===== src/rtl/core/fdp_pkg.sv =====
`timescale 1ns / 1ps
// ----------------------------------------------------------------------------
// fdp_pkg
// shared types, codes and defaults for the free-run direction picker
// ----------------------------------------------------------------------------
package fdp_pkg;

    localparam int MAX_COLS_DEF = 64;
    localparam int MAX_ROWS_DEF = 64;

    localparam int COORD_W = 6;
    localparam int LIM_W   = 7;
    localparam int RUN_W   = 7;
    localparam int DIR_W   = 3;
    localparam int POS_W   = 9;   // signed walk position, -1 .. 127
    localparam int CFG_IDX_W = 2;

    localparam logic [LIM_W-1:0] LIM_RESET = 7'd64;

    // configuration register indexes
    localparam logic [CFG_IDX_W-1:0] CFG_ROWS_IN_USE = 2'd0;
    localparam logic [CFG_IDX_W-1:0] CFG_COLS_IN_USE = 2'd1;

    // operation codes
    localparam logic OP_WRITE = 1'b0;
    localparam logic OP_QUERY = 1'b1;

    // direction codes
    localparam logic [DIR_W-1:0] DIR_EAST  = 3'd1;
    localparam logic [DIR_W-1:0] DIR_WEST  = 3'd2;
    localparam logic [DIR_W-1:0] DIR_NORTH = 3'd3;
    localparam logic [DIR_W-1:0] DIR_SOUTH = 3'd4;

    typedef struct packed {
        logic               op;
        logic [COORD_W-1:0] cell_x;
        logic [COORD_W-1:0] cell_y;
        logic               blocked_bit;
        logic               seen_bit;
        logic [DIR_W-1:0]   skip_dir;
    } t_in_item;

    typedef struct packed {
        logic [DIR_W-1:0] best_dir;
        logic [RUN_W-1:0] best_run;
    } t_out_item;

    typedef enum logic [1:0] {
        S_IDLE,
        S_FIRST,
        S_WALK,
        S_EMIT
    } t_fdp_state;

    // controller to datapath
    typedef struct packed {
        logic wr_cell;
        logic load_query;
        logic step;
        logic finish;
        logic fin_plus;
        logic emit;
    } t_fdp_cmd;

    // datapath to controller
    typedef struct packed {
        logic is_query;
        logic cell_open;
        logic next_in;
        logic last_dir;
        logic out_free;
    } t_fdp_stat;

endpackage


===== src/rtl/core/fdp_ctrl.sv =====
`timescale 1ns / 1ps
// ----------------------------------------------------------------------------
// fdp_ctrl
// sequencer: takes items, walks the four rays one step a cycle, emits result
// ----------------------------------------------------------------------------
module fdp_ctrl (
    input  logic              i_clk,
    input  logic              i_rst_n,
    input  logic              i_in_valid,
    output logic              o_in_stall,
    input  fdp_pkg::t_fdp_stat i_stat,
    output fdp_pkg::t_fdp_cmd  o_cmd
);
    import fdp_pkg::*;

    t_fdp_state r_state;
    t_fdp_state n_state;

    always_ff @(posedge i_clk) begin
        if (!i_rst_n) begin
            r_state <= S_IDLE;
        end else begin
            r_state <= n_state;
        end
    end

    always_comb begin
        n_state    = r_state;
        o_cmd      = '0;
        o_in_stall = 1'b1;
        case (r_state)
            S_IDLE: begin
                o_in_stall = 1'b0;
                if (i_in_valid) begin
                    if (i_stat.is_query) begin
                        o_cmd.load_query = 1'b1;
                        n_state          = S_FIRST;
                    end else begin
                        o_cmd.wr_cell = 1'b1;
                    end
                end
            end
            S_FIRST: begin
                // the start cell is never tested, only the bounds of the first step
                if (i_stat.next_in) begin
                    o_cmd.step = 1'b1;
                    n_state    = S_WALK;
                end else begin
                    o_cmd.finish   = 1'b1;
                    o_cmd.fin_plus = 1'b1;
                    n_state        = i_stat.last_dir ? S_EMIT : S_FIRST;
                end
            end
            S_WALK: begin
                if (!i_stat.cell_open) begin
                    o_cmd.finish = 1'b1;
                    n_state      = i_stat.last_dir ? S_EMIT : S_FIRST;
                end else if (i_stat.next_in) begin
                    o_cmd.step = 1'b1;
                end else begin
                    o_cmd.finish   = 1'b1;
                    o_cmd.fin_plus = 1'b1;
                    n_state        = i_stat.last_dir ? S_EMIT : S_FIRST;
                end
            end
            S_EMIT: begin
                if (i_stat.out_free) begin
                    o_cmd.emit = 1'b1;
                    n_state    = S_IDLE;
                end
            end
            default: begin
                n_state = S_IDLE;
            end
        endcase
    end

`ifndef NO_ASSERTIONS
    a_step_finish_excl: assert property (@(posedge i_clk) disable iff (!i_rst_n)
        !(o_cmd.step && o_cmd.finish))
        else $error("step and finish in the same cycle");

    a_emit_to_idle: assert property (@(posedge i_clk) disable iff (!i_rst_n)
        o_cmd.emit |=> (r_state == S_IDLE))
        else $error("emit not followed by idle");

    a_query_starts_walk: assert property (@(posedge i_clk) disable iff (!i_rst_n)
        o_cmd.load_query |=> (r_state == S_FIRST))
        else $error("query did not start a walk");

    a_walk_after_step: assert property (@(posedge i_clk) disable iff (!i_rst_n)
        o_cmd.step |=> (r_state == S_WALK))
        else $error("step not followed by walk state");
`endif

endmodule


===== config.mk =====
export PLATFORM = sky130hd
export DESIGN_NAME = fdp_ctrl
export DESIGN_NICKNAME = d
export VERILOG_FILES = /design/src/rtl/core/fdp_pkg.sv /design/src/rtl/core/fdp_ctrl.sv
export SDC_FILE = /design/constraint.sdc
export NUM_CORES = 1
export LEC_CHECK = 0
export BUFFER_PORTS_ARGS = -buffer_cell sky130_fd_sc_hd__buf_2
export CAP_MARGIN = 40
export CORE_AREA = 4 4 41 43
export CTS_CLUSTER_SIZE = 25
export DETAILED_ROUTE_END_ITERATION = 10
export DIE_AREA = 0 0 45 47
export GPL_TIMING_DRIVEN = 0
export PLACE_DENSITY = 0.39
export SYNTH_ARGS = -nofsm -noshare
export SYNTH_HDL_FRONTEND = slang
export SYNTH_SLANG_ARGS = --single-unit

===== constraint.sdc =====
create_clock -name i_clk -period 1.9 [get_ports i_clk]
set_input_delay 0.38 -clock i_clk [delete_from_list [all_inputs] [get_ports i_clk]]
set_output_delay 0.38 -clock i_clk [all_outputs]
set_load 0.01 [all_outputs]

; ---- After elaboration in Yosys (flattened, before gate mapping)
; Index checks and enable logic that the tools add are counted.
[word_totals]
word_cells = 31
ff_bits = 2
out_inout_bits = 7
[op_classes]
reduce_logical = 2
mux = 21
eq_ne = 7
[op_table]
columns = cell, count
row1 = $mux 2, 10
row2 = $mux 1, 9
row3 = $pmux 2 s4, 1
row4 = $ne 2x2->1 const B, 3
row5 = $pmux 3 s2, 1
row6 = $eq 2x2->1 const B, 2
row7 = $reduce_and 4->1, 1
row8 = $ne 3x3->1 const B, 1
row9 = $eq 2x1->1 const B, 1
row10 = $logic_not 2->1, 1

; ---- Longest topological paths before layout
[depth]
depth_word = 4
mapped_depth = 5
depth_no_buf = 5

; ---- Worst setup path before layout
; Ideal clock, no wire load.
[synth_timing]
path_kind = reg-to-reg
start = register r_state[0]
end = register r_state[0]
required_time_ns = 1.781
arrival_time_ns = 1.420
path_slack_ns = 0.362
synth_period_minus_slack_ns = 1.538
path_stages_with_launch = 6
path_cell_list = dfxtp_1 > inv_1 > ha_1 > and3_4 > or3_1 > o221a_1
[synth_via]
elab_chain_len = 3
elab_cells_between_ends = 10
cone_classes = 7 x eq/ne / 1 x mux / 2 x reduce/logical
[synth_rtl]
columns = element, line
row1 = start: declaration, fdp_ctrl.sv:16  ; t_fdp_state r_state;
row2 = start signal: assignment, fdp_ctrl.sv:23  ; r_state <= n_state;
row3 = $eq 2x2->1 or $logic_not 2->1 (tied branches), fdp_ctrl.sv:31  ; case (r_state)
row4 = $ne 3x3->1 (no line) or $ne 2x2->1 (tied branches), --
row5 = $reduce_and 4->1 (no line), --
; Parallel ways exist; a longest one is shown, timed or not.
; A chain may end at the register's enable or synchronous reset.

==> summary.md <==
| Metric | Value |
|---|---|
| Nets | `62` |
| Crit. End Element | `output pin` |
| Worst skew pair latency | `approximately 0.22 ns` |
| CTS tree | `built` |
| Max FFs per register | `2` |
| Flop pwr share | `0.230` |
| Met2 Routed Length | `295 microns` |
| Setup violators final | `0` |
| Hold Path Class | `input pin to register` |
| PD cells | `682.9 mW/mm^2` |
| Share of cells above drive strength 1 | `0.5000` |
| Top-area cell type share of the netlist area | `0.1970` |
| Die ar. | `0.002115 sq mm` |
| Main combinational cell family by area after synthesis | `simple AND/OR/NAND/NOR gates` |
| Final cell count without fillers | `63` |
| CTS Sinks | `2` |
| Maximum VDD drop | `around 0.00016 V` |
| Clock network fraction of total power | `0.361` |
| Via density | `4.286` |
| Core area | `0.001301 sq mm` |
| Max stage delay cell, worst path | `dfxtp_2` |
| Area leader, netlist | `ha_1` |
| Synth warnings | `0` |
| Synth cell types | `21` |
| Setup Skew | `~0.0016 ns` |
| Critical path depth | `5` |
| Met1 wire length | `255 microns` |
| Largest Register | `r_state` |
| FF-to-FF path depth | `5` |
| Headroom to the max-slew limit | `0.8064` |
| Drt wl/cell | `9.286 microns` |
| Total negative slack | `0 ns` |
| Static Leak | `0.2012 nW` |
| Die height | `approximately 47 microns` |
| Die Width | `45 microns` |
| Post-synthesis compound-gate area fraction | `0.2020` |
| Via count | `270` |
| Fin crit period | `1.783 ns` |
| Ys async rst share | `0` |
| Hold path depth | `2` |
| Internal power | `about 0.00017 W` |
| Clock Tree Root | `clkbuf_4` |
| Pre-Repair DR Iteration Count | `2` |
| Sequential fraction of the synthesis area | `0.1576` |
| GRT Util Overall | `0.06230` |
| Placed Cells incl. Taps | `60` |
| Post-synth top flop | `dfxtp_1` |
| Highest clock rate | `560.7 MHz` |
| Critical path class | `register to output pin` |
| Antenna-violating nets left | `0` |
| Cts bufs inserted | `3` |
| #FFs+latches synth | `2` |
| Mux cell area share after synthesis | `0.04433` |
| WP buf/inv | `2` |
| IO Port Bufs | `14` |
| Highest routed layer | `met3` |
| Synth Area in XOR/XNOR | `0` |
| Htree depth | `1` |
| Max Root-Sink Buffers | `2` |
| First-pass GRT wire length | `972 microns` |
| CP max FO | `5` |
| Cell Area, Synth | `approximately 250 sq um` |
| Routed WL | `585 microns` |
| Worst EP required | `1.52 ns` |
| Biggest regs | `r_state: 2 flops` |
| Cell Rows | `13` |
| Ant. Diodes | `0` |
| WL met3 | `about 34 microns` |
| CP delay by family, top | `flip-flops` |
| Post-DP HPWL | `511.4 microns` |
| Post-CTS Setup Bufs | `0` |
| Adder-cell share of the synthesized area | `0.1970` |
| I/O pin count | `15` |
| Post-synth net total | `43` |
| RSZ-0062 raised after global routing | `no` |
| Slew @ Worst Pin | `approximately 0.29 ns` |
| Synth area leaders | `ha_1 (20%), dfxtp_1 (16%), nand2_1 (5.9%)` |
| Power Total | `between 0.0002 and 0.0003 W` |
| Crit path cell chain | `inv_1 > ha_1 > a21oi_1 > and3b_2 > buf_2` |
| EDFF count, synth | `0` |
| Hold Vio Cnt, Final | `0` |
| Global route overflow | `0` |
| Switching pwr | `0.00007979 W` |
| Vias in the first global route | `245` |
| Fin crit share | `0.9386` |
| Maximum number of pins on one net before global-route repair | `7` |
| Antenna violations before repair | `0` |
| Mean Syn Cell Area | `roughly 8 sq um` |
| Drt first-iter violations | `1` |
| # DRC | `0` |
| Max incr delay on CP | `roughly 0.36 ns` |
| Initial core utilization | `0.1952` |
| Clock transition at the registers of the reported paths | `around 0.03 ns` |
| Crit path DAT | `1.40 ns` |
| Area added between synthesis and finish | `44.83%` |
| Gp weighted congestion | `0.6498` |
| Comb power frac | `0.408` |
| Setup crit start kind | `register` |
| Outcome | `finished, final reports clean` |
| Simple-Gate Fraction of Synth Area | `0.3547` |
| Fin. max-slew vios | `0` |
| Gate Count Post-Synth | `31` |
| Max-Cap Viols | `0` |
| Commonest cells post-synth | `ha_1 (4), nand2_1 (4), inv_1 (3), a21oi_1 (2), dfxtp_1 (2)` |
| Sw Ratio | `0.3176` |
==> worst register-to-register path, delay by kind of cell, from the launching register on <==
family	cells	cell delay (ns)
buf+inv	1	0.07
compound gates	1	0.27
fa+ha+maj	1	0.24
flops	1	0.36
simple gates	2	0.52
==> path summary, 6_finish.rpt <==
kind	start	endpoint	slack (ns)
max	r_state[0]$_SDFFE_PN0P_	o_cmd[3]	0.12
min	i_rst_n	r_state[0]$_SDFFE_PN0P_	0.42
max reg2reg	r_state[0]$_SDFFE_PN0P_	r_state[0]$_SDFFE_PN0P_	0.32
min reg2reg	r_state[1]$_SDFFE_PN0P_	r_state[1]$_SDFFE_PN0P_	0.50
==> power groups by stage <==
| stage | clock network, W | registers, W | logic (W) |
|---|---|---|---|
| detailed placement | 0 | 0.0000579 | 0.000104 |
| global route | 0.000102 | 0.0000591 | 0.000116 |
| global placement | 0 | 0.0000572 | 0.000107 |
| finish | 0.0000907 | 0.0000579 | 0.000103 |
| floorplan | 0 | 0.0000548 | 0.0000710 |
| CTS | 0.0000965 | 0.0000571 | 0.000106 |
==> cells in the final DEF, fill, tap and decap left out, types with 2 or more instances in the layout <==
master | netlist | routed
dfxtp_2 | 0 | 2
nand2_1 | 4 | 4
inv_1 | 3 | 3
buf_2 | 0 | 14
ha_1 | 4 | 4
a21oi_1 | 2 | 2
clkbuf_4 | 0 | 3
==> stage by stage <==
stage / setup WS (ns) / cell area (sq um) / util / hold slack, ns
after CTS: 0.01374 / 365.4 / 0.2808 / 0.4236
final: 0.1166 / 367.9 / 0.2827 / 0.4221
after global placement: 0.2400 / 342.8 / 0.2635 / 0.5415
after global routing: 0.02008 / 367.9 / 0.2827 / 0.4363
after detailed placement: 0.2262 / 342.8 / 0.2635 / 0.5434
after floorplan: 0.3616 / 254.0 / - / 0.4895
==> repair_timing <==
item | in CTS | in global routing
gates resized for setup | 0 | 2
hold buffers | 0 | 0
setup endpoints to repair | 0 | 1
endpoints found under the hold margin | 0 | 0
==> cell type report <==
cell class	count	area, sq um
sequential	2	42.54
tap	15	18.77
inverter	3	11.26
timing repair buffer	14	70.07
multi-input combinational	26	202.7
fill	159	933.4
clock buffer	3	22.52
==> metal layers <==
metal  vias to the layer above  global-route usage
li1                        146                   -
met1                       118             0.07240
met2                         6              0.1073
met3                         0             0.02299
met4                         0             0.01754
met5                         -                   0
==> logic make-up (layout without fill, tap and decap cells) <==
| logic type | after synthesis | after routing |
|---|---|---|
| mux | 1 | 1 |
| flops | 2 | 2 |
| buf+inv | 3 | 20 |
| compound gates | 7 | 7 |
| fa+ha+maj | 4 | 4 |
| simple gates | 14 | 14 |
Power figures use the tool's default switching activity.
